`config.mk`:
```
export PLATFORM = sky130hd
export DESIGN_NAME = arp_cell
export DESIGN_NICKNAME = d
export VERILOG_FILES = /design/src/sv/arp_pkg.sv /design/src/sv/arp_cell.sv
export SDC_FILE = /design/constraint.sdc
export NUM_CORES = 1
export LEC_CHECK = 0
export BUFFER_PORTS_ARGS = -buffer_cell sky130_fd_sc_hd__buf_4
export CAP_MARGIN = 5
export CORE_ASPECT_RATIO = 1.2
export CORE_MARGIN = 5
export CORE_UTILIZATION = 30
export CTS_BUF_LIST = sky130_fd_sc_hd__clkbuf_16
export CTS_CLUSTER_DIAMETER = 30
export DETAILED_ROUTE_END_ITERATION = 10
export PLACE_DENSITY = 0.57
export SYNTH_ARGS = -nofsm -noshare
export SYNTH_HDL_FRONTEND = slang
export SYNTH_SLANG_ARGS = --single-unit
```
`constraint.sdc`:
```
create_clock -name clk -period 5.4 [get_ports clk]
set_input_delay 1.62 -clock clk [delete_from_list [all_inputs] [get_ports clk]]
set_output_delay 1.62 -clock clk [all_outputs]
set_load 0.005 [all_outputs]
```
`src/sv/arp_pkg.sv`:
```
// Shared types, codes and constants of the ARP mapping table with aging.
`default_nettype none

package arp_pkg;

  // Default table depth and fixed field widths
  localparam int TABLE_ENTRIES_DEFAULT = 32;
  localparam int IP_W                  = 32;
  localparam int MAC_W                 = 48;
  localparam int AGE_W                 = 8;
  localparam int LFSR_W                = 16;

  localparam logic [LFSR_W-1:0] LFSR_SEED     = 16'hACE1;
  localparam logic [AGE_W-1:0]  TIMEOUT_RESET = 8'd15;
  localparam logic [AGE_W-1:0]  AGE_MAX       = 8'hFF;

  // Operation codes of an input transaction
  typedef enum logic [1:0] {
    OP_LOOKUP = 2'd0,
    OP_INSERT = 2'd1,
    OP_TICK   = 2'd2,
    OP_NOP    = 2'd3
  } op_e;

  // Controller states
  typedef enum logic [1:0] {
    ST_IDLE,
    ST_RUN,
    ST_VICTIM,
    ST_DONE
  } state_e;

  // Input transaction payload
  typedef struct packed {
    logic [1:0]       operation;
    logic [IP_W-1:0]  ip_addr;
    logic [MAC_W-1:0] mac_addr;
  } in_t;

  // Result transaction payload
  typedef struct packed {
    logic             hit;
    logic [MAC_W-1:0] mac_out;
  } out_t;

  // Request broadcast to every cell
  typedef struct packed {
    op_e              op;
    logic [IP_W-1:0]  ip;
    logic [MAC_W-1:0] mac;
    logic [AGE_W-1:0] timeout;
  } req_t;

  // Data handed from one cell to the next along with the token
  typedef struct packed {
    logic             claimed;
    logic [MAC_W-1:0] mac;
  } carry_t;

endpackage

`default_nettype wire

```
`src/sv/arp_cell.sv`:
```
// One table slot: holds an entry and serves the request token passing through it.
`default_nettype none

module arp_cell (
  input  wire logic            clk,
  input  wire logic            rst,
  input  wire logic            token_in,
  input  wire arp_pkg::carry_t carry_in,
  input  wire arp_pkg::req_t   req,
  input  wire logic            write_victim,
  output logic                 token_out,
  output arp_pkg::carry_t      carry_out
);

  logic                        valid;
  logic [arp_pkg::AGE_W-1:0]   age;
  logic [arp_pkg::IP_W-1:0]    ip;
  logic [arp_pkg::MAC_W-1:0]   mac;

  logic                        match;
  logic [arp_pkg::AGE_W-1:0]   age_inc;
  logic                        take;
  logic                        fill;
  logic                        age_step;
  logic                        write;
  arp_pkg::carry_t             carry_next;

  // Compare and saturating age step
  assign match   = valid && (ip == req.ip);
  assign age_inc = (age == arp_pkg::AGE_MAX) ? age : age + arp_pkg::AGE_W'(1);

  // Serve the token: first match wins a lookup, first free slot takes an insert, a tick steps every age
  always_comb begin
    take     = 1'b0;
    fill     = 1'b0;
    age_step = 1'b0;
    if (token_in) begin
      unique case (req.op)
        arp_pkg::OP_LOOKUP: take     = !carry_in.claimed && match;
        arp_pkg::OP_INSERT: fill     = !carry_in.claimed && !valid;
        arp_pkg::OP_TICK:   age_step = 1'b1;
        arp_pkg::OP_NOP:    ;
        default:            ;
      endcase
    end
  end

  always_comb begin
    carry_next = carry_in;
    if (take) begin
      carry_next.claimed = 1'b1;
      carry_next.mac     = mac;
    end
    if (fill) begin
      carry_next.claimed = 1'b1;
    end
  end

  assign write = fill || write_victim;

  // Advance the token and update valid and age
  always_ff @(posedge clk) begin
    if (rst) begin
      token_out <= 1'b0;
      carry_out <= '0;
      valid     <= 1'b0;
      age       <= '0;
    end else begin
      token_out <= token_in;
      carry_out <= carry_next;
      if (write) begin
        valid <= 1'b1;
        age   <= '0;
      end else if (age_step) begin
        age <= age_inc;
        if (age_inc > req.timeout) begin
          valid <= 1'b0;
        end
      end
    end
  end

  // Hold entry contents
  always_ff @(posedge clk) begin
    if (write) begin
      ip  <= req.ip;
      mac <= req.mac;
    end
  end

endmodule

`default_nettype wire

```
==> results.txt, run 1 <==
Post-synth EDFFs: 80
Crit path kind: in2reg
Initial antenna violation count: 1
# DRC: 0
Initial Util: 30.15%
Netlist cell types: 35
Num ports: 193
Simple-gate share of the synthesized area: 8.503%
Cell Rows: 53
Family with the most delay on the worst path: compound AO/OA/AOI/OAI gates
Startpoint of the worst register-to-register path: age[3]$_SDFFE_PP0P_
FF-to-FF End: valid$_SDFFE_PP0P_
Leak pwr: 3.466 nW
Hold WS: 0.4753 ns
IO Port Bufs: 192
CP required: 5.69 ns
Pwr Density: 340.5 mW/mm^2
Fin util: 43.14%
Post-route ant nets: 0
Top post-synthesis cells by area: edfxtp_1 (46%), dfxtp_1 (23%), mux2i_1 (9.6%)
Final worst slack: 2.366 ns
Reg2Reg Setup Slack: 2.85 ns
Final min period: 3.034 ns
Number of global-route vias before repair: 3659
Flops & latches, synth: 139
Post-CTS Hold Fix Bufs: 0
Post-Syn Instances: 385
Post-cts gate resize count: 0
CP max stage cell: a21o_4
Max FO, Critical Path: 83
Worst R2R Path Depth: 11
Vias: 3553
Number of max-cap violations: 0
Final #Nets: 734
Synth Area in XOR/XNOR: 5.851%
Compound-Gate Fraction of Synth Area: 3.009%
Vias/cell: 4.360
Setup WS pre-CTS: 1.856 ns
Proportion of layout cells with a drive suffix above 1: 38.15%
Worst-Margin Slew: 1.062 ns
Critical Path End Type: register
Die X: 130.6 um
Max Slew Vio Count: 0
Syn Area/Cell: 13.61 sq um
# clock sinks: 139
Unrepaired setup endpoints after global routing: false
Worst-path cell chain: buf_4 > nor3b_1 > a21o_4 > or2_2 > nor3_1
Synth Cell Area: 0.005239 sq mm
Most common cell in the netlist: edfxtp_1
CP peak stage delay: 0.84 ns
Max VDD drop: 0.1819 mV
CP Launch Type: input pin
Setup crit start: req[89]
Skew-Pair Late Insertion Delay: 0.41 ns
Warnings from Yosys: 0
Setup bufs post-CTS: 0
Seq/Total Area, Yosys: 68.40%
Synth async-reset ratio: 0%
Core Box Area: 0.01737 sq mm
CTS tree: yes
Tcrit/Tclk final: 56.18%
CP arrival: 3.33 ns
Combinational family with the most area after synthesis: multiplexers
Yosys top cell area share: 45.86%
CTS Buffer Depth: 2
Area grow syn2layout: 43.06%
HP Class: reg2reg
Outcome: finished, final reports clean
Routed wire length: 12.51 mm
Sum Neg Setup Slack: 0 ns
Synth Area in Adders: 2.150%
CTS H-tree depth: 4
GRT Util Overall: 12.24%
WP buf/inv: 1
Post-synth top area cell: edfxtp_1
Clk pin slew, worst setup/hold paths: 0.06 ns
Diode count: 0
HPWL Detailed: 9.253 mm
Final setup fails: 0
Total die area: 0.02022 sq mm
Commonest cells in the netlist: edfxtp_1 (80), nor2_1 (61), dfxtp_1 (59)
Largest net degree at the start of global routing: 84
Multiplexer share of the synthesized area: 9.768%
CTS Root Cell: clkbuf_16
Violation count after the first detailed-route iteration: 165
Ys flop type: edfxtp_1
Avg WL per Cell: 15.35 um
Worst Skew: 0.008797 ns
Num CTS Buffers: 17
Critical path depth: 5
1st-pass router iterations: 4
First-pass GRT wire length: 18.86 mm
Final estimated routing congestion in global placement: 0.7658
Die H: 154.8 um
FMAX: 329.6 MHz
Total grt overflow: 0
Worst setup path end: age[2]$_SDFFE_PP0P_
Final Hold Violating Endpoints: 0
Post-synthesis net count: 537
Slew margin rel.: 29.17%
-- placed cells by master, fill, tap and decap left out, types with 2 or more instances in the layout --
master,count
a21o_1,2
a21oi_1,9
a31oi_1,3
buf_4,193
bufinv_16,2
clkbuf_16,18
clkinv_2,2
clkinv_4,3
clkinvlp_4,2
dfxtp_1,59
edfxtp_1,80
ha_1,9
inv_1,16
inv_6,2
mux2i_1,50
nand2_1,2
nand2b_1,2
nand3_1,5
nand4_1,11
nor2_1,61
nor2b_1,4
nor3_1,3
nor4_1,2
o21ai_0,4
or2_2,2
xnor2_1,30
xor2_1,5
-- registers in the layout, summed over array words and instances (netlist names) --
register,count
age,8
ip,32
mac,48
carry_out,49
token_out,1
valid,1
-- tightest hold or removal path, stage by stage, from the launching register on --
cell and delay, ns:
edfxtp_1 0.31, mux2i_1 0.06, nor2_1 0.07
-- power by group --
part	internal, W	switching (W)
Combinational	0.000121	0.0000781
Clock	0.000707	0.000444
Sequential	0.00118	0.0000171
-- routing by layer --
metal	GRT usage, %	up-vias	wire length, um
li1	-	1756	-
met1	14.30	1663	4856
met2	20.51	120	6344
met3	4.560	12	1148
met4	4.263	2	148
met5	0	-	10
-- worst min path at each step --
stage / slack (ns) / to / start / depth (start not counted)
5_1_grt: 0.50 / carry_out[11]$_SDFF_PP0_ / mac[11]$_DFFE_PP_ / 2
2_1_floorplan: 0.45 / carry_out[0]$_SDFF_PP0_ / mac[0]$_DFFE_PP_ / 2
4_1_cts: 0.48 / carry_out[35]$_SDFF_PP0_ / mac[35]$_DFFE_PP_ / 2
3_5_place_dp: 0.47 / carry_out[35]$_SDFF_PP0_ / mac[35]$_DFFE_PP_ / 2
6_report: 0.48 / carry_out[35]$_SDFF_PP0_ / mac[35]$_DFFE_PP_ / 2
3_3_place_gp: 0.46 / carry_out[18]$_SDFF_PP0_ / mac[18]$_DFFE_PP_ / 2
-- stage by stage --
stage | area, sq um | power, W | cells
final | 7495 | 0.002552 | 815
after global routing | 7495 | 0.002664 | 815
after CTS | 7495 | 0.002595 | 815
after detailed placement | 6902 | 0.001429 | 783
after global placement | 6902 | 0.001424 | 783
after floorplan | 5239 | 0.001291 | 385
-- area by class of cell --
| class | instances | area (sq um) |
|---|---|---|
| clock buffers | 18 | 450.4 |
| clock inverters | 14 | 142.6 |
| fillers | 1617 | 9879 |
| inverters | 14 | 52.55 |
| multi-input cells | 217 | 1541 |
| flip-flops and latches | 139 | 3583 |
| well taps | 220 | 275.3 |
| repair buffers | 193 | 1449 |
-- logic make-up after synthesis --
kind of cell,Yosys count
flip-flops,139
AO/OA/AOI/OAI,25
XOR/XNOR,35
multiplexers,51
AND/OR/NAND/NOR,97
buffers and inverters,29
adder cells (fa/ha/maj),9
No activity file was read; power rests on OpenSTA's default activity.
==> inputs of run 2 (changes only) <==
==> constraint.sdc (replaced) <==
create_clock -name clk -period 3 [get_ports clk]
set_input_delay 0.9 -clock clk [delete_from_list [all_inputs] [get_ports clk]]
set_output_delay 0.9 -clock clk [all_outputs]
set_load 0.005 [all_outputs]
==> run 2 against run 1 <==
  * Clock-buffer cell count shrank 1
  * Flip-flop and latch count is the same
  * Critical endpoint is now valid$_SDFFE_PP0P_
  * Non-clock buffer count grew 3
  * Die area is the same
  * Critical path type is now reg2reg
  * Clock power grew 81%
  * Clock skew is essentially flat
  * Setup slack lost 1.9 ns
  * Sequential power grew 80%
==> results.txt, run 2 (synthesized netlist as in run 1, its figures left out) <==
Setup bufs post-CTS: 0 (unchanged)
CTS Buffer Depth: 2 (unchanged)
Vias/cell: 4.351 (-0.20%)
Unrepaired setup endpoints after global routing: false
Family with the most delay on the worst path: compound AO/OA/AOI/OAI gates
CTS H-tree depth: 4 (unchanged)
Final Power: 0.004603 W (+80%)
Area grow syn2layout: 43.85%
Clk pin slew, worst setup/hold paths: 0.06 ns (about the same)
Max VDD drop: 0.3224 mV (+77%)
Violation count after the first detailed-route iteration: 104 (-37%)
Num CTS Buffers: 17 (unchanged)
1st-pass router iterations: 4 (unchanged)
Die H: 154.8 um (unchanged)
CP Launch Type: register
FMAX: 393.0 MHz
Cells after DPL: 786 (+0.38%)
Post-cts gate resize count: 0 (unchanged)
Number of max-cap violations: 0 (unchanged)
Pwr Density: 610.8 mW/mm^2 (+79%)
Final min period: 2.545 ns
Post-DP Area: 0.006949 sq mm (+0.69%)
CTS tree: yes
CP required: 3.32 ns (-2.37 ns)
Num ports: 193 (unchanged)
# DRC: 0 (unchanged)
WP buf/inv: 0 (-1)
Sum Neg Setup Slack: 0 ns (unchanged)
Worst Skew: 0.008405 ns (-0.0003923 ns)
First-pass GRT wire length: 19.18 mm (+1.6%)
Worst-Margin Slew: 0.5811 ns (-0.4814 ns)
Tcrit/Tclk final: 84.82%
Worst-path cell chain: ha_1 > a21oi_1 > nand2_1 > xnor2_1 > ha_1 > a21o_1 > a21o_1 > a21oi_1 > o21ai_0 > a211oi_1
Avg WL per Cell: 15.14 um (-1.3%)
Diode count: 0 (unchanged)
Proportion of layout cells with a drive suffix above 1: 38.80% (+0.64 points)
Outcome: finished, final reports clean
CP arrival: 2.87 ns (-0.46 ns)
Most frequent cells in the layout: buf_4 (194), edfxtp_1 (80), nor2_1 (61)
Max FO, Critical Path: 11 (-87%)
Post-route ant nets: 0 (unchanged)
Routed wire length: 12.39 mm (-0.97%)
Final #Nets: 737 (+0.41%)
Final estimated routing congestion in global placement: 0.7917 (+3.4%)
Post-route non-filler standard cell count: 818 (+0.37%)
Initial antenna violation count: 1 (unchanged)
Initial Util: 30.15% (unchanged)
Fill cells: 1653 (+2.2%)
Largest registers: carry_out (49), mac (48), ip (32)
Commonest non-fill, non-tap cell in the layout: buf_4
Total die area: 0.02022 sq mm (unchanged)
Number of global-route vias before repair: 3726 (+1.8%)
Core Box Area: 0.01737 sq mm (unchanged)
Final setup fails: 0 (unchanged)
HPWL Detailed: 9.343 mm (+0.97%)
Die X: 130.6 um (unchanged)
Vias: 3559 (+0.17%)
CTS Root Cell: clkbuf_16
Cell Rows: 53 (unchanged)
Skew-Pair Late Insertion Delay: 0.41 ns (about the same)
Crit path kind: reg2reg
GRT Util Overall: 12.43% (+0.18 points)
# clock sinks: 139 (unchanged)
Max reg flops: 49 (unchanged)
CP peak stage delay: 0.37 ns (-0.47 ns)
Largest net degree at the start of global routing: 53 (-37%)
Final Hold Violating Endpoints: 0 (unchanged)
Max Slew Vio Count: 0 (unchanged)
Leak pwr: 3.487 nW (+0.63%)
Slew margin rel.: 61.26% (+32 points)
Total grt overflow: 0 (unchanged)
CP max stage cell: a21oi_1
IO Port Bufs: 192 (unchanged)
Post-CTS Hold Fix Bufs: 0 (unchanged)
Critical Path End Type: register
Largest Register: carry_out
Final Cell Area: 0.007536 sq mm (+0.55%)
HP Class: reg2reg
## run 2: changes by cell type in the layout (fill, tap and decap cells not counted), sizes merged
cell      change
inv           +2
clkbuf        -1
buf           +3
clkinvlp      -1
## run 2: final cells by class
type / count / area, sq um / share of cell area, %
inverter: 14 / 52.55 / 0.6973
clock buffer: 17 / 425.4 / 5.645
multi-input combinational: 217 / 1541 / 20.45
sequential: 139 / 3583 / 47.55
timing repair buffer: 196 / 1496 / 19.86
tap: 220 / 275.3 / 3.653
clock inverter: 15 / 161.4 / 2.142
## run 2: report_power, final
part           internal, W  total [W]  switching (W)
combinational     0.000223   0.000365       0.000142
clock              0.00124    0.00208       0.000835
sequential         0.00213    0.00216      0.0000316
## run 2: tightest hold or removal path: stages (launching register included)
cell and delay, ns:
edfxtp_1 0.31, mux2i_1 0.06, nor2_1 0.07
## run 2: path summary, 6_finish.rpt
path | startpoint | end | cells past startpoint | slack, ns
max | age[0]$_SDFFE_PP0P_ | valid$_SDFFE_PP0P_ | 10 | 0.46
min | mac[16]$_DFFE_PP_ | carry_out[16]$_SDFF_PP0_ | 2 | 0.48
max reg2reg | age[0]$_SDFFE_PP0P_ | valid$_SDFFE_PP0P_ | 10 | 0.46
min reg2reg | mac[16]$_DFFE_PP_ | carry_out[16]$_SDFF_PP0_ | 2 | 0.48
## run 2: metrics by stage
stage | setup WS, ns | util, % | hold WS, ns
2_1_floorplan | 0.1165 | - | 0.4525
3_3_place_gp | 0.3445 | 40.00 | 0.4571
4_1_cts | 0.4195 | 43.37 | 0.4810
5_1_grt | 0.1676 | 43.37 | 0.5062
3_5_place_dp | 0.3015 | 40.00 | 0.4666
6_report | 0.4553 | 43.37 | 0.4759
## run 2: routing by layer
layer / up-vias / share of wire [%] / track usage (%)
li1: 1770 / - / -
met1: 1650 / 40 / 14.64
met2: 122 / 49 / 20.46
met3: 15 / 9.3 / 4.940
met4: 2 / 1.3 / 4.312
met5: - / 0.16 / 0
==> inputs of run 3 (changes only) <==
--- a/config.mk
+++ b/config.mk
@@ -5,6 +5,7 @@
 export SDC_FILE = /design/constraint.sdc
 export NUM_CORES = 1
 export LEC_CHECK = 0
+export ABC_AREA = 1
 export BUFFER_PORTS_ARGS = -buffer_cell sky130_fd_sc_hd__buf_4
 export CAP_MARGIN = 5
 export CORE_ASPECT_RATIO = 1.2
==> constraint.sdc (replaced) <==
create_clock -name clk -period 2.2 [get_ports clk]
set_input_delay 0.66 -clock clk [delete_from_list [all_inputs] [get_ports clk]]
set_output_delay 0.66 -clock clk [all_outputs]
set_load 0.005 [all_outputs]
==> run 3 against run 2 <==
  * Fmax grew 22%
  * Routed wire length rose by 31%
  * Global-route usage is 1.5 points higher
  * Critical endpoint unchanged
  * Critical path depth up 2
  * Combinational power grew 80%
  * Largest power group unchanged
==> results.txt, run 3 <==
Outcome: finished, final reports clean
Number of max-cap violations: 0 (unchanged)
CTS Buffer Depth: 2 (unchanged)
# clock sinks: 139 (unchanged)
Final #Nets: 1096 (+49%)
CTS Root Cell: clkbuf_16
Initial antenna violation count: 2 (+1)
Die X: 141.3 um (+8.2%)
Fill cells: 2019 (+22%)
Final Power: 0.006328 W (+37%)
1st-pass router iterations: 4 (unchanged)
Flops & latches, synth: 139 (unchanged)
Clk pin slew, worst setup/hold paths: 0.07 ns (about the same)
Worst-Margin Slew: 0.2784 ns (-0.3027 ns)
GRT Util Overall: 13.88% (+1.5 points)
Cell Rows: 57 (+7.5%)
Final Cell Area: 0.008786 sq mm (+17%)
CP required: 2.55 ns (-0.77 ns)
Skew-Pair Late Insertion Delay: 0.42 ns (about the same)
Setup bufs post-CTS: 0 (unchanged)
Tcrit/Tclk final: 95.15% (+10 points)
CP Launch Type: register
Post-synth top area cell: edfxtp_1
HP Class: in2reg
Post-CTS Hold Fix Bufs: 0 (unchanged)
Final min period: 2.093 ns (-0.4513 ns)
IO Port Bufs: 192 (unchanged)
Slew margin rel.: 81.37% (+20 points)
Largest registers: carry_out (49), mac (48), ip (32)
Fin util: 43.23% (-0.15 points)
Most frequent cells in the layout: buf_4 (201), nand2_1 (173), nor2_1 (136)
Post-route ant nets: 0 (unchanged)
FMAX: 477.7 MHz (+22%)
Commonest cells in the netlist: nand2_1 (179), nor2_1 (138), inv_1 (131)
Final setup fails: 0 (unchanged)
CTS H-tree depth: 4 (unchanged)
Seq. cell area: 0.003586 sq mm (about the same)
Num CTS Buffers: 17 (unchanged)
Netlist cell types: 31 (-11%)
Most common cell in the netlist: nand2_1
Total grt overflow: 0 (unchanged)
First-pass GRT wire length: 25.76 mm (+34%)
Vias: 5109 (+44%)
Critical Path End Type: register
# DRC: 0 (unchanged)
Pwr Density: 720.2 mW/mm^2 (+18%)
HPWL Detailed: 12.50 mm (+34%)
CTS tree: yes
Diode count: 0 (unchanged)
Die H: 167.6 um (+8.3%)
Post-synth EDFFs: 80 (unchanged)
Max reg flops: 49 (unchanged)
Largest Register: carry_out
Max Slew Vio Count: 0 (unchanged)
Routed wire length: 16.18 mm (+31%)
Leak pwr: 4.335 nW (+24%)
Synth Cell Area: 0.006210 sq mm (+19%)
Synth async-reset ratio: 0% (unchanged)
Syn Area/Cell: 8.449 sq um (-38%)
Worst Skew: 0.01090 ns (+0.002497 ns)
CP arrival: 2.44 ns (-0.43 ns)
Ys flop type: edfxtp_1
Top post-synthesis cells by area: edfxtp_1 (39%), dfxtp_1 (19%), nand2_1 (11%)
Area grow syn2layout: 41.49%
Crit path kind: reg2reg
Largest net degree at the start of global routing: 49 (-7.5%)
Proportion of layout cells with a drive suffix above 1: 29.57% (-9.2 points)
Vias/cell: 4.181 (-3.9%)
Seq/Total Area, Yosys: 57.71% (-11 points)
Total die area: 0.02369 sq mm (+17%)
Violation count after the first detailed-route iteration: 262 (+150%)
Multi-input combinational cell area: 0.002115 sq mm (+37%)
Commonest non-fill, non-tap cell in the layout: buf_4
Warnings from Yosys: 0 (unchanged)
Core Box Area: 0.02033 sq mm (+17%)
Final Hold Violating Endpoints: 0 (unchanged)
Max VDD drop: 0.4936 mV (+53%)
Yosys top cell area share: 38.69% (-7.2 points)
Post-Syn Instances: 735 (+91%)
Post-DP Area: 0.008110 sq mm (+17%)
Avg WL per Cell: 13.24 um (-13%)
Final estimated routing congestion in global placement: 0.7973 (+0.71%)
Initial Util: 30.55% (+0.40 points)
Num ports: 193 (unchanged)
Post-synthesis net count: 887 (+65%)
Max FO, Critical Path: 3 (-8)
Number of global-route vias before repair: 5086 (+37%)
## run 3: cell type report
class / instances / area share, %
Clock buffer: 17 / 4.842
Inverter: 136 / 5.839
Multi-Input combinational cell: 440 / 24.07
Clock inverter: 15 / 1.538
Timing Repair Buffer: 210 / 19.13
Tap cell: 265 / 3.774
Sequential cell: 139 / 40.81
## run 3: timing repair
action | CTS | global route
setup endpoints to repair | 1 | 1
pin swaps | 0 | 5
endpoints found under the hold margin | 0 | 0
gates resized for setup | 2 | 26
## run 3: per-stage QoR
stage	hold WS (ns)	worst slack [ns]	instances	setup TNS [ns]
5_1_grt	0.3853	-0.04008	1222	-0.04008
3_3_place_gp	0.4779	0.05245	1190	0
6_report	0.4179	0.1066	1222	0
2_1_floorplan	0.4466	0.03501	735	0
4_1_cts	0.3920	0.02119	1222	0
3_5_place_dp	0.4806	0.009110	1190	0
## run 3: power breakdown
group          leakage, nW  internal, W  switching, W
combinational         2.78     0.000345      0.000312
sequential            1.28      0.00291     0.0000442
clock                0.274      0.00149       0.00123
## run 3: worst paths after layout
kind	from	endpoint	slack, ns	cells past startpoint
max reg2reg	age[1]$_SDFFE_PP0P_	valid$_SDFFE_PP0P_	0.11	12
min	req[42]	mac[34]$_DFFE_PP_	0.42	1
max	age[1]$_SDFFE_PP0P_	valid$_SDFFE_PP0P_	0.11	12
min reg2reg	valid$_SDFFE_PP0P_	valid$_SDFFE_PP0P_	0.48	2
## run 3: layer usage
metal  global-route usage, %  wire length (um)
met1                   16.07              6444
met2                   24.30              8273
met3                   3.423               905
met4                   5.815               533
met5                       0                26
## run 3: cell families after synthesis
group                    after synthesis  synth area share, %
AO/OA/AOI/OAI                         31                2.599
adder cells (fa/ha/maj)                9                1.813
XOR/XNOR                               7               0.9873
flip-flops                           139                57.71
AND/OR/NAND/NOR                      393                26.62
buffers and inverters                156                10.28
## run 3: critical path, cell delays in order (launching register included)
cell	delay, ns
dfxtp_2	0.35
ha_2	0.18
nand2_2	0.06
nor3_1	0.22
xor2_1	0.21
nand2_2	0.08
ha_1	0.29
nand2_2	0.06
nor3_2	0.21
a31oi_1	0.12
o21ai_1	0.09
nand2_1	0.06
a21oi_1	0.11
