## config.mk

```make
export PLATFORM = sky130hd
export DESIGN_NAME = arp_victim_mod
export DESIGN_NICKNAME = d
export VERILOG_FILES = /design/src/sv/arp_pkg.sv /design/src/sv/arp_victim_mod.sv
export SDC_FILE = /design/constraint.sdc
export NUM_CORES = 1
export LEC_CHECK = 0
export ABC_AREA = 1
export ABC_CLOCK_PERIOD_IN_PS = 1400
export BUFFER_PORTS_ARGS = -buffer_cell sky130_fd_sc_hd__buf_4
export CAP_MARGIN = 10
export CORE_AREA = 3 3 40 42
export CTS_CLUSTER_DIAMETER = 100
export DETAILED_ROUTE_END_ITERATION = 7
export DIE_AREA = 0 0 43 45
export PLACE_DENSITY_LB_ADDON = 0.25
export SLEW_MARGIN = 20
export SYNTH_ARGS = -nofsm -noshare
export SYNTH_HDL_FRONTEND = slang
export SYNTH_SLANG_ARGS = --single-unit
```

## constraint.sdc

```tcl
create_clock -name clk -period 1.4 [get_ports clk]
set_input_delay 0.14 -clock clk [delete_from_list [all_inputs] [get_ports clk]]
set_output_delay 0.14 -clock clk [all_outputs]
set_load 0.02 [all_outputs]
```

## src/sv/arp_pkg.sv

```systemverilog
// Shared types, codes and constants of the ARP mapping table with aging.
`default_nettype none

package arp_pkg;

  // Default table depth and fixed field widths
  localparam int TABLE_ENTRIES_DEFAULT = 32;
  localparam int IP_W                  = 32;
  localparam int MAC_W                 = 48;
  localparam int AGE_W                 = 8;
  localparam int LFSR_W                = 16;

  localparam logic [LFSR_W-1:0] LFSR_SEED     = 16'hACE1;
  localparam logic [AGE_W-1:0]  TIMEOUT_RESET = 8'd15;
  localparam logic [AGE_W-1:0]  AGE_MAX       = 8'hFF;

  // Operation codes of an input transaction
  typedef enum logic [1:0] {
    OP_LOOKUP = 2'd0,
    OP_INSERT = 2'd1,
    OP_TICK   = 2'd2,
    OP_NOP    = 2'd3
  } op_e;

  // Controller states
  typedef enum logic [1:0] {
    ST_IDLE,
    ST_RUN,
    ST_VICTIM,
    ST_DONE
  } state_e;

  // Input transaction payload
  typedef struct packed {
    logic [1:0]       operation;
    logic [IP_W-1:0]  ip_addr;
    logic [MAC_W-1:0] mac_addr;
  } in_t;

  // Result transaction payload
  typedef struct packed {
    logic             hit;
    logic [MAC_W-1:0] mac_out;
  } out_t;

  // Request broadcast to every cell
  typedef struct packed {
    op_e              op;
    logic [IP_W-1:0]  ip;
    logic [MAC_W-1:0] mac;
    logic [AGE_W-1:0] timeout;
  } req_t;

  // Data handed from one cell to the next along with the token
  typedef struct packed {
    logic             claimed;
    logic [MAC_W-1:0] mac;
  } carry_t;

endpackage

`default_nettype wire

```

## src/sv/arp_victim_mod.sv

```systemverilog
// Remainder of the LFSR value by the table depth, by reciprocal multiplication in a quotient step and a remainder step.
`default_nettype none

module arp_victim_mod #(
  parameter int ENTRIES = arp_pkg::TABLE_ENTRIES_DEFAULT
) (
  input  wire logic                        clk,
  input  wire logic                        rst,
  input  wire logic                        start,
  input  wire logic [arp_pkg::LFSR_W-1:0]  value,
  output logic                             busy,
  output logic [$clog2(ENTRIES)-1:0]       slot
);

  localparam int IW    = $clog2(ENTRIES);
  localparam int VW    = arp_pkg::LFSR_W;
  localparam int SHIFT = VW + IW;
  localparam int RW    = VW + 2;
  localparam int PW    = VW + RW;
  // Rounded-up reciprocal of the depth: exact quotient for every VW-bit value
  localparam logic [63:0] RECIP_FULL =
    ((64'd1 << SHIFT) + 64'(ENTRIES) - 64'd1) / 64'(ENTRIES);
  localparam logic [RW-1:0] RECIP   = RW'(RECIP_FULL);
  localparam logic [VW-1:0] DIVISOR = VW'(ENTRIES);

  logic [VW-1:0] val;
  logic [VW-1:0] quo;
  logic          second;
  logic [PW-1:0] prod;
  logic [VW-1:0] quo_next;
  logic [VW-1:0] rem;

  // Quotient from the reciprocal, remainder from the quotient
  assign prod     = PW'(val) * PW'(RECIP);
  assign quo_next = VW'(prod >> SHIFT);
  assign rem      = val - quo * DIVISOR;

  // Busy after start until the quotient step and then the remainder step are done
  always_ff @(posedge clk) begin
    if (rst) begin
      busy   <= 1'b0;
      second <= 1'b0;
    end else if (start) begin
      busy   <= 1'b1;
      second <= 1'b0;
    end else if (busy) begin
      busy   <= !second;
      second <= !second;
    end
  end

  always_ff @(posedge clk) begin
    if (start) begin
      val <= value;
    end else if (busy) begin
      if (second) begin
        slot <= rem[IW-1:0];
      end else begin
        quo <= quo_next;
      end
    end
  end

endmodule

`default_nettype wire
```

==> run_summary.xml, run 1 <==
<?xml version="1.0" encoding="UTF-8"?>
<metrics>
  <group name="critical_path">
    <metric name="critPathBufInv" unit="">0</metric>
    <metric name="timing.critical_path.to_type" unit="">flip-flop</metric>
    <metric name="critical_path.cell_chain" unit="">nand2_1, nor2_1</metric>
    <metric name="timing.critical_path.slowest_stage_cell" unit="">sky130_fd_sc_hd__dfxtp_1</metric>
    <metric name="worst_path_dominant_cell_family" unit="">simple AND/OR/NAND/NOR gates</metric>
    <metric name="crit_fanout" unit="">5</metric>
    <metric name="worst-endpoint-required" unit="ns">1.33</metric>
    <metric name="cp_slowest_stage_delay" unit="ns">0.37</metric>
    <metric name="setup.worst_path.class" unit="">flip-flop to flip-flop</metric>
    <metric name="cp_startpoint_kind" unit="">flip-flop</metric>
    <metric name="cp.arrival" unit="ns">1.02</metric>
  </group>
  <group name="place">
    <metric name="place_area" unit="sq um">498</metric>
    <metric name="place_inst" unit="">50</metric>
    <metric name="pre_cts_slack" unit="ns">0.297</metric>
    <metric name="port_buffers" unit="">13</metric>
    <metric name="routabilityCongestion" unit="">0.697</metric>
  </group>
  <group name="timing">
    <metric name="report.final.setup_viol" unit="">0</metric>
    <metric name="worst_slew_margin_rel" unit="%">75.5</metric>
    <metric name="final-hold-violation-count" unit="">0</metric>
    <metric name="fin_worst_skew" unit="ns">0.00620</metric>
    <metric name="max_freq" unit="MHz">912</metric>
    <metric name="finalMaxSlewViolations" unit="">0</metric>
    <metric name="total_neg_setup_slack" unit="ns">0</metric>
    <metric name="final_clock_period_utilization_by_the_worst_path" unit="%">78.3</metric>
    <metric name="period_needed" unit="ns">1.10</metric>
    <metric name="tightestPinTransition" unit="ns">0.366</metric>
    <metric name="rsz0062_at_grt" unit="">no</metric>
    <metric name="finalWorstSetupSlack" unit="ns">0.304</metric>
  </group>
  <group name="floorplan">
    <metric name="floorplan.initialDensity" unit="%">29.7</metric>
    <metric name="core_area" unit="sq um">1280</metric>
    <metric name="top_level_ports" unit="">25</metric>
    <metric name="fp.dieH" unit="um">45</metric>
    <metric name="std_cell_rows" unit="">13</metric>
    <metric name="die_width" unit="um">43</metric>
    <metric name="die-area" unit="sq um">1940</metric>
  </group>
  <group name="power">
    <metric name="vdd.ir_drop.worst" unit="mV">0.651</metric>
    <metric name="finalPower" unit="uW">657</metric>
    <metric name="power_density" unit="nW/um^2">1250</metric>
    <metric name="power.leakage" unit="uW">0.000209</metric>
  </group>
  <group name="synthesis">
    <metric name="synth_cell_area" unit="sq um">382</metric>
    <metric name="ys_warn_count" unit="">0</metric>
    <metric name="synth.distinct_cells" unit="">7</metric>
    <metric name="netlist_instances" unit="">22</metric>
    <metric name="postSynthAreaPerCell" unit="sq um">17.3</metric>
    <metric name="syn_nets" unit="">41</metric>
    <metric name="postSynthRegisterBits" unit="">12</metric>
    <metric name="ys_seq_area_share" unit="%">89.2</metric>
  </group>
  <group name="status">
    <metric name="outcome" unit="">finished, final reports clean</metric>
  </group>
  <group name="clocking">
    <metric name="tritoncts_num_sinks" unit="">12</metric>
    <metric name="clkSlewWorstSetupHoldPaths" unit="ns">0.06</metric>
    <metric name="cts_resized" unit="">0</metric>
    <metric name="cts_inserted_buffers" unit="">3</metric>
    <metric name="clock_tree.buffer_depth" unit="">2</metric>
    <metric name="cts.htree.levels" unit="">1</metric>
    <metric name="cts_tree" unit="">built</metric>
    <metric name="cts_hold_buffers" unit="">0</metric>
    <metric name="root_buffer" unit="">sky130_fd_sc_hd__clkbuf_4</metric>
    <metric name="cts.repair_timing.setup_buffer_count" unit="">0</metric>
    <metric name="clkLatencyLatePin" unit="ns">0.26</metric>
  </group>
  <group name="route">
    <metric name="post-route-drc-count" unit="">0</metric>
    <metric name="ant_nets" unit="">0</metric>
    <metric name="detail_route.wirelength" unit="um">544</metric>
    <metric name="routed_wire_per_std_cell" unit="um">10.1</metric>
    <metric name="routed-via-count" unit="">221</metric>
    <metric name="drt_first_iter_violations" unit="">0</metric>
    <metric name="routed_via_density" unit="">4.09</metric>
    <metric name="first_pass_iters" unit="">1</metric>
  </group>
  <group name="layout">
    <metric name="commonest_non_fill_non_tap_cell_in_the_layout" unit="">sky130_fd_sc_hd__buf_4</metric>
    <metric name="num-nets-final" unit="">59</metric>
    <metric name="regArea" unit="sq um">340</metric>
    <metric name="filler_cell_count" unit="">120</metric>
    <metric name="finalNonFillerCells" unit="">54</metric>
    <metric name="layout.cells.most_common_list" unit="">sky130_fd_sc_hd__buf_4, sky130_fd_sc_hd__edfxtp_1, sky130_fd_sc_hd__nand2_1, sky130_fd_sc_hd__nor2_1, sky130_fd_sc_hd__clkbuf_4</metric>
    <metric name="num_antenna_cells" unit="">0</metric>
    <metric name="final_design_area_no_fill" unit="sq um">524</metric>
    <metric name="syn_to_final_growth" unit="%">37.4</metric>
    <metric name="multi_input_comb_area" unit="sq um">33.8</metric>
    <metric name="final_layout_size_suffix_gt1_share" unit="%">43.6</metric>
  </group>
  <group name="global_routing">
    <metric name="groute.usage.overall" unit="%">6.53</metric>
    <metric name="grt_start_max_net_pins" unit="">9</metric>
    <metric name="grt_pass1_vias" unit="">208</metric>
    <metric name="global_route_wire_length_before_repair" unit="um">834</metric>
    <metric name="antenna_found_initial" unit="">0</metric>
    <metric name="grt_remaining_overflow" unit="">0</metric>
  </group>
  <group name="worst_hold_path">
    <metric name="hold_removal_path_class" unit="">input pin to flip-flop</metric>
  </group>
  <group name="job">
    <metric name="cap_viol_max_count" unit="">0</metric>
  </group>
</metrics>
-- power breakdown --
part,switching (uW),leakage [uW],total [uW],internal (uW)
logic,16.2,0.0000834,35.4,19.2
clock network,100,0.0000150,210,110
registers,6.19,0.000111,411,405
-- metrics by stage --
stage	util (%)	hold slack, ns
5_1_grt	40.8	0.0247
4_1_cts	40.8	0.0282
6_report	40.8	0.0386
3_3_place_gp	38.8	0.306
3_5_place_dp	38.8	0.311
2_1_floorplan	-	0.209
-- state kept, by name, indices dropped and copies added (netlist names) --
| signal | flops |
|---|---|
| busy | 1 |
| val | 5 |
| second | 1 |
| slot | 5 |
-- area by class of cell --
class | instances | area share [%]
Tap cell | 15 | 3.58
Sequential cell | 12 | 64.9
Clock buffer | 4 | 5.01
Inverter | 2 | 1.43
Timing Repair Buffer | 13 | 18.6
Multi-Input combinational cell | 8 | 6.44
-- synth_stat cells --
master,n,share of area [%]
sky130_fd_sc_hd__inv_1,2,2.0
sky130_fd_sc_hd__nor2_1,3,3.0
sky130_fd_sc_hd__nand2_1,3,3.0
sky130_fd_sc_hd__nor2_2,1,1.6
sky130_fd_sc_hd__a21oi_1,1,1.3
sky130_fd_sc_hd__dfxtp_1,2,10
sky130_fd_sc_hd__edfxtp_1,10,79
-- logic make-up after synthesis --
group / Yosys count / share of synthesized area [%]
compound gates: 1 / 1.31
simple gates: 7 / 7.54
buf+inv: 2 / 1.97
flops: 12 / 89.2
-- worst paths after layout --
path | from | end | slack (ns) | cells after the start
max | busy$_SDFF_PP0_ | slot[3]$_DFFE_PP_ | 0.30 | 2
min | rst | busy$_SDFF_PP0_ | 0.04 | 2
max reg2reg | busy$_SDFF_PP0_ | slot[3]$_DFFE_PP_ | 0.30 | 2
min reg2reg | val[2]$_DFFE_PP_ | slot[2]$_DFFE_PP_ | 0.42 | 0
-- metal layers --
| layer | vias up | part of all wire [%] | track usage (%) |
|---|---|---|---|
| li1 | 109 | - | - |
| met1 | 99 | 36 | 5.85 |
| met2 | 11 | 51 | 10.5 |
| met3 | 2 | 8.8 | 2.79 |
| met4 | 0 | 3.5 | 7.23 |
| met5 | - | 0 | 0 |
(Power assumes the default switching activity.)
==> run 2, diff against run 1 <==
ABC_CLOCK_PERIOD_IN_PS = 1030   (was 1400)
clock period = 1.03 ns   (was 1.4 ns; I/O delays follow)
==> run_summary.xml, run 2 (same netlist as run 1, synthesis figures left out) <==
<?xml version="1.0" encoding="UTF-8"?>
<metrics>
  <group name="status">
    <metric name="outcome" unit="">finished, final reports clean</metric>
  </group>
  <group name="critical_path">
    <metric name="cp_startpoint_kind" unit="">flip-flop</metric>
    <metric name="crit_fanout" unit="">5</metric>
    <metric name="worst-endpoint-required" unit="ns">0.98</metric>
    <metric name="critPathBufInv" unit="">0</metric>
    <metric name="setup.worst_path.class" unit="">flip-flop to flip-flop</metric>
    <metric name="worst_path_dominant_cell_family" unit="">flip-flops</metric>
    <metric name="cp.arrival" unit="ns">0.91</metric>
    <metric name="cp_slowest_stage_delay" unit="ns">0.35</metric>
    <metric name="timing.critical_path.to_type" unit="">flip-flop</metric>
    <metric name="critical_path.cell_chain" unit="">nand2_1, nor2_2</metric>
    <metric name="timing.critical_path.slowest_stage_cell" unit="">sky130_fd_sc_hd__dfxtp_1</metric>
  </group>
  <group name="timing">
    <metric name="rsz0062_at_grt" unit="">no</metric>
    <metric name="worst_slew_margin_rel" unit="%">84.1</metric>
    <metric name="tightestPinTransition" unit="ns">0.238</metric>
    <metric name="fin_worst_skew" unit="ns">0.00142</metric>
    <metric name="period_needed" unit="ns">0.958</metric>
    <metric name="finalMaxSlewViolations" unit="">0</metric>
    <metric name="total_neg_setup_slack" unit="ns">0</metric>
    <metric name="final-hold-violation-count" unit="">0</metric>
    <metric name="max_freq" unit="MHz">1040</metric>
    <metric name="final_clock_period_utilization_by_the_worst_path" unit="%">93.1</metric>
    <metric name="report.final.setup_viol" unit="">0</metric>
  </group>
  <group name="place">
    <metric name="place_inst" unit="">50</metric>
    <metric name="port_buffers" unit="">13</metric>
    <metric name="routabilityCongestion" unit="">0.685</metric>
    <metric name="place_area" unit="sq um">502</metric>
  </group>
  <group name="power">
    <metric name="cell_internal_pwr" unit="uW">727</metric>
    <metric name="switchingPower" unit="uW">169</metric>
    <metric name="swShare" unit="%">18.8</metric>
    <metric name="power_frac_clock" unit="%">30.6</metric>
    <metric name="power.leakage" unit="uW">0.000226</metric>
    <metric name="p_comb_share" unit="%">6.8</metric>
    <metric name="power_density" unit="nW/um^2">1580</metric>
    <metric name="finalPower" unit="uW">895</metric>
    <metric name="proportion_of_power_drawn_by_flip_flops_and_latches" unit="%">62.5</metric>
    <metric name="vdd.ir_drop.worst" unit="mV">0.849</metric>
  </group>
  <group name="clocking">
    <metric name="tritoncts_num_sinks" unit="">12</metric>
    <metric name="cts_tree" unit="">built</metric>
    <metric name="cts_resized" unit="">0</metric>
    <metric name="cts_inserted_buffers" unit="">3</metric>
    <metric name="cts.htree.levels" unit="">1</metric>
    <metric name="root_buffer" unit="">sky130_fd_sc_hd__clkbuf_4</metric>
    <metric name="clkSlewWorstSetupHoldPaths" unit="ns">0.07</metric>
    <metric name="clkLatencyLatePin" unit="ns">0.26</metric>
    <metric name="clock_tree.buffer_depth" unit="">2</metric>
  </group>
  <group name="floorplan">
    <metric name="fp.dieH" unit="um">45</metric>
    <metric name="top_level_ports" unit="">25</metric>
    <metric name="floorplan.initialDensity" unit="%">29.7</metric>
    <metric name="std_cell_rows" unit="">13</metric>
    <metric name="die-area" unit="sq um">1940</metric>
    <metric name="core_area" unit="sq um">1280</metric>
    <metric name="die_width" unit="um">43</metric>
  </group>
  <group name="route">
    <metric name="detail_route.wirelength" unit="um">552</metric>
    <metric name="routed-via-count" unit="">230</metric>
    <metric name="drt_first_iter_violations" unit="">2</metric>
    <metric name="first_pass_iters" unit="">2</metric>
    <metric name="post-route-drc-count" unit="">0</metric>
    <metric name="ant_nets" unit="">0</metric>
    <metric name="routed_wire_per_std_cell" unit="um">9.52</metric>
    <metric name="routed_via_density" unit="">3.97</metric>
  </group>
  <group name="layout">
    <metric name="top_registers" unit="">slot (5), val (5)</metric>
    <metric name="multi_input_comb_area" unit="sq um">36.3</metric>
    <metric name="finalNonFillerCells" unit="">58</metric>
    <metric name="num_antenna_cells" unit="">0</metric>
    <metric name="num-nets-final" unit="">63</metric>
    <metric name="final_layout_size_suffix_gt1_share" unit="%">44.2</metric>
    <metric name="syn_to_final_growth" unit="%">48.9</metric>
    <metric name="regArea" unit="sq um">342</metric>
    <metric name="commonest_non_fill_non_tap_cell_in_the_layout" unit="">sky130_fd_sc_hd__buf_4</metric>
    <metric name="final_design_area_no_fill" unit="sq um">568</metric>
    <metric name="layout.cells.most_common_list" unit="">sky130_fd_sc_hd__buf_4, sky130_fd_sc_hd__edfxtp_1, sky130_fd_sc_hd__dlygate4sd3_1</metric>
    <metric name="filler_cell_count" unit="">121</metric>
    <metric name="finish.utilization" unit="%">44.2</metric>
  </group>
  <group name="worst_hold_path">
    <metric name="hold_removal_path_class" unit="">input pin to flip-flop</metric>
  </group>
  <group name="global_routing">
    <metric name="global_route_wire_length_before_repair" unit="um">841</metric>
    <metric name="grt_pass1_vias" unit="">208</metric>
    <metric name="grt_start_max_net_pins" unit="">9</metric>
    <metric name="antenna_found_initial" unit="">0</metric>
    <metric name="grt_remaining_overflow" unit="">0</metric>
    <metric name="groute.usage.overall" unit="%">6.01</metric>
  </group>
  <group name="job">
    <metric name="cap_viol_max_count" unit="">0</metric>
  </group>
</metrics>
[run 2: cell count changes in the layout (fill, tap and decap cells not counted), sizes merged]
| cell | previous run | this run |
|---|---|---|
| clkbuf | 4 | 3 |
| clkinv | 0 | 1 |
| dlygate4sd3 | 0 | 4 |
[run 2: final timing paths]
path	cells after the start	end	start	slack [ns]
worst max-delay path	2	slot[3]$_DFFE_PP_	second$_SDFFE_PP0P_	0.07
worst min register to register	0	slot[1]$_DFFE_PP_	val[1]$_DFFE_PP_	0.42
worst min-delay path	1	val[0]$_DFFE_PP_	value[0]	0.02
worst max register to register	2	slot[3]$_DFFE_PP_	second$_SDFFE_PP0P_	0.07
[run 2: area by class of cell]
cell class / count / area share (%)
Sequential cell: 12 / 60.1
Tap cell: 15 / 3.30
Clock inverter: 1 / 0.661
Inverter: 2 / 1.32
Clock buffer: 3 / 3.96
Multi-Input combinational cell: 8 / 6.39
Timing Repair Buffer: 17 / 24.2
[run 2: timing repair]
action	in CTS	in global routing
endpoints found under the hold margin	1	3
setup buffers	0	0
hold buffers	1	3
[run 2: through the flow]
step	setup slack, ns	hold WS, ns
after floorplan	0.0567	0.165
after global placement	0.0957	0.261
after detailed placement	0.0713	0.272
after CTS	0.0602	0.00775
after global routing	0.0194	0.00138
final	0.0715	0.0193
[run 2: power by group through the flow]
stage               Clock (uW)  Combinational, uW  Sequential (uW)
floorplan                    0               10.1              574
global placement             0               47.2              569
detailed placement           0               49.8              571
CTS                        289               53.0              560
global route               321               66.7              561
finish                     274               61.2              560
[run 2: metal layers]
layer  GRT usage, %  vias to the layer above  wire length, um
met5              0                        -                0
li1               -                      119                -
met1           6.08                      101              241
met4           3.61                        0                0
met3           2.39                        0               35
met2           10.5                       10              274
==> run 3, diff against run 2 <==
CORE_AREA = 2 2 39 41   (was 3 3 40 42)
DIE_AREA = 0 0 41 43   (was 0 0 43 45)
==> run_summary.xml, run 3 (same netlist as run 1, synthesis figures left out) <==
<?xml version="1.0" encoding="UTF-8"?>
<metrics>
  <group name="timing">
    <metric name="final-hold-violation-count" unit="">0</metric>
    <metric name="worst_slew_margin_rel" unit="%">90.0</metric>
    <metric name="total_neg_setup_slack" unit="ns">0</metric>
    <metric name="finalMaxSlewViolations" unit="">0</metric>
    <metric name="tightestPinTransition" unit="ns">0.149</metric>
    <metric name="final_clock_period_utilization_by_the_worst_path" unit="%">89.7</metric>
    <metric name="max_freq" unit="MHz">1080</metric>
    <metric name="period_needed" unit="ns">0.924</metric>
    <metric name="report.final.setup_viol" unit="">0</metric>
    <metric name="rsz0062_at_grt" unit="">no</metric>
    <metric name="fin_worst_skew" unit="ns">0.00206</metric>
  </group>
  <group name="route">
    <metric name="post-route-drc-count" unit="">0</metric>
    <metric name="detail_route.wirelength" unit="um">499</metric>
    <metric name="first_pass_iters" unit="">4</metric>
    <metric name="routed-via-count" unit="">238</metric>
    <metric name="drt_first_iter_violations" unit="">6</metric>
    <metric name="ant_nets" unit="">0</metric>
    <metric name="routed_wire_per_std_cell" unit="um">8.32</metric>
    <metric name="routed_via_density" unit="">3.97</metric>
  </group>
  <group name="layout">
    <metric name="syn_to_final_growth" unit="%">53.1</metric>
    <metric name="layout.cells.most_common_list" unit="">sky130_fd_sc_hd__buf_4, sky130_fd_sc_hd__edfxtp_1, sky130_fd_sc_hd__dlygate4sd3_1</metric>
    <metric name="finish.utilization" unit="%">42.2</metric>
    <metric name="commonest_non_fill_non_tap_cell_in_the_layout" unit="">sky130_fd_sc_hd__buf_4</metric>
    <metric name="final_layout_size_suffix_gt1_share" unit="%">43.2</metric>
    <metric name="num_antenna_cells" unit="">0</metric>
    <metric name="top_registers" unit="">slot (5), val (5)</metric>
    <metric name="num-nets-final" unit="">64</metric>
    <metric name="finalNonFillerCells" unit="">60</metric>
  </group>
  <group name="floorplan">
    <metric name="std_cell_rows" unit="">14</metric>
    <metric name="top_level_ports" unit="">25</metric>
    <metric name="die-area" unit="sq um">1760</metric>
    <metric name="fp.dieH" unit="um">43</metric>
    <metric name="floorplan.initialDensity" unit="%">27.6</metric>
    <metric name="die_width" unit="um">41</metric>
    <metric name="core_area" unit="sq um">1380</metric>
  </group>
  <group name="worst_hold_path">
    <metric name="hold_removal_path_class" unit="">input pin to flip-flop</metric>
    <metric name="hold_path_end" unit="">val[3]$_DFFE_PP_</metric>
    <metric name="hold_path.startpoint" unit="">value[3]</metric>
    <metric name="timing.hold.worst_path_depth" unit="">1</metric>
  </group>
  <group name="power">
    <metric name="swShare" unit="%">18.1</metric>
    <metric name="p_comb_share" unit="%">7.1</metric>
    <metric name="power_frac_clock" unit="%">30.9</metric>
    <metric name="finalPower" unit="uW">903</metric>
    <metric name="proportion_of_power_drawn_by_flip_flops_and_latches" unit="%">61.9</metric>
    <metric name="power_density" unit="nW/um^2">1550</metric>
    <metric name="vdd.ir_drop.worst" unit="mV">0.670</metric>
    <metric name="switchingPower" unit="uW">163</metric>
    <metric name="cell_internal_pwr" unit="uW">740</metric>
    <metric name="power.leakage" unit="uW">0.000230</metric>
  </group>
  <group name="clocking">
    <metric name="clkLatencyLatePin" unit="ns">0.26</metric>
    <metric name="clkSlewWorstSetupHoldPaths" unit="ns">0.06</metric>
    <metric name="cts.repair_timing.setup_buffer_count" unit="">0</metric>
    <metric name="cts_inserted_buffers" unit="">3</metric>
    <metric name="cts_tree" unit="">built</metric>
    <metric name="clock_tree.buffer_depth" unit="">2</metric>
    <metric name="tritoncts_num_sinks" unit="">12</metric>
    <metric name="root_buffer" unit="">sky130_fd_sc_hd__clkbuf_4</metric>
    <metric name="cts.htree.levels" unit="">1</metric>
  </group>
  <group name="status">
    <metric name="outcome" unit="">finished, final reports clean</metric>
  </group>
  <group name="place">
    <metric name="routabilityCongestion" unit="">0.565</metric>
    <metric name="post-dp-hpwl" unit="um">368</metric>
    <metric name="place_inst" unit="">51</metric>
    <metric name="port_buffers" unit="">13</metric>
  </group>
  <group name="critical_path">
    <metric name="regToRegStartpoint" unit="">second$_SDFFE_PP0P_</metric>
    <metric name="timing.critical_path.to_type" unit="">flip-flop</metric>
    <metric name="setup.worst_path.class" unit="">flip-flop to flip-flop</metric>
    <metric name="critical_path.cell_chain" unit="">nand2_1, nor2_4</metric>
    <metric name="cp_startpoint_kind" unit="">flip-flop</metric>
    <metric name="worst-r2r-cell-count" unit="">2</metric>
    <metric name="capture_point_of_the_worst_reg_to_reg_path" unit="">slot[0]$_DFFE_PP_</metric>
    <metric name="crit_fanout" unit="">5</metric>
    <metric name="timing.critical_path.slowest_stage_cell" unit="">sky130_fd_sc_hd__dfxtp_1</metric>
    <metric name="critPathBufInv" unit="">0</metric>
    <metric name="cp_slowest_stage_delay" unit="ns">0.36</metric>
    <metric name="cp.arrival" unit="ns">0.89</metric>
    <metric name="worst-endpoint-required" unit="ns">0.99</metric>
    <metric name="worst-r2r-setup-slack" unit="ns">0.11</metric>
    <metric name="worst_path_dominant_cell_family" unit="">flip-flops</metric>
  </group>
  <group name="global_routing">
    <metric name="grt_pass1_vias" unit="">191</metric>
    <metric name="grt_start_max_net_pins" unit="">9</metric>
    <metric name="grt_remaining_overflow" unit="">0</metric>
    <metric name="global_route_wire_length_before_repair" unit="um">717</metric>
    <metric name="antenna_found_initial" unit="">0</metric>
    <metric name="groute.usage.overall" unit="%">7.27</metric>
  </group>
  <group name="job">
    <metric name="cap_viol_max_count" unit="">0</metric>
  </group>
</metrics>
-- run 3: repair_timing --
| item | in CTS | in global routing |
|---|---|---|
| endpoints found under the hold margin | 1 | 4 |
| hold buffers | 1 | 4 |
| setup endpoints to repair | 0 | 5 |
| gates resized for setup | 0 | 1 |
-- run 3: worst register-to-register path, cell delays in order (launching register included) --
cell	delay [ns]
sky130_fd_sc_hd__dfxtp_1	0.36
sky130_fd_sc_hd__nand2_1	0.11
sky130_fd_sc_hd__nor2_4	0.16
-- run 3: final cells by class --
type / instances / area (sq um)
tap: 16 / 20.0
inverter: 2 / 7.51
timing repair buffer: 18 / 148
fill: 129 / 800
sequential: 12 / 342
clock buffer: 4 / 26.3
multi-input combinational: 8 / 41.3
-- run 3: how the worst max path moves through the flow --
| stage | startpoint | endpoint | slack (ns) | depth (start not counted) |
|---|---|---|---|---|
| 6_report | second$_SDFFE_PP0P_ | slot[0]$_DFFE_PP_ | 0.11 | 2 |
| 5_1_grt | second$_SDFFE_PP0P_ | slot[0]$_DFFE_PP_ | 0.03 | 2 |
| 4_1_cts | second$_SDFFE_PP0P_ | slot[0]$_DFFE_PP_ | 0.05 | 2 |
| 3_5_place_dp | second$_SDFFE_PP0P_ | slot[2]$_DFFE_PP_ | 0.06 | 2 |
| 3_3_place_gp | busy$_SDFF_PP0_ | slot[1]$_DFFE_PP_ | 0.09 | 2 |
| 2_1_floorplan | busy$_SDFF_PP0_ | slot[0]$_DFFE_PP_ | 0.06 | 2 |
-- run 3: power groups by stage --
stage,registers [uW],logic [uW],clock network (uW)
after detailed placement,570,48.6,0
after global routing,562,70.1,324
after floorplan,574,10.1,0
after CTS,559,51.6,299
final,559,64.2,279
after global placement,569,47.1,0
-- run 3: stage by stage --
| stage | cell area, sq um | worst slack (ns) | hold slack [ns] |
|---|---|---|---|
| 6_report | 584 | 0.106 | 0.0174 |
| 5_1_grt | 584 | 0.0296 | 0.000124 |
| 4_1_cts | 539 | 0.0526 | 0.00123 |
| 3_5_place_dp | 503 | 0.0608 | 0.263 |
| 3_3_place_gp | 503 | 0.0923 | 0.260 |
| 2_1_floorplan | 385 | 0.0567 | 0.165 |
-- run 3: layer usage --
metal | global-route usage (%) | share of wire (%) | wire length, um
met1 | 5.82 | 36 | 178
met2 | 9.38 | 50 | 249
met4 | 12.0 | 1.6 | 8
met3 | 3.14 | 13 | 63
met5 | 0 | 0 | 0
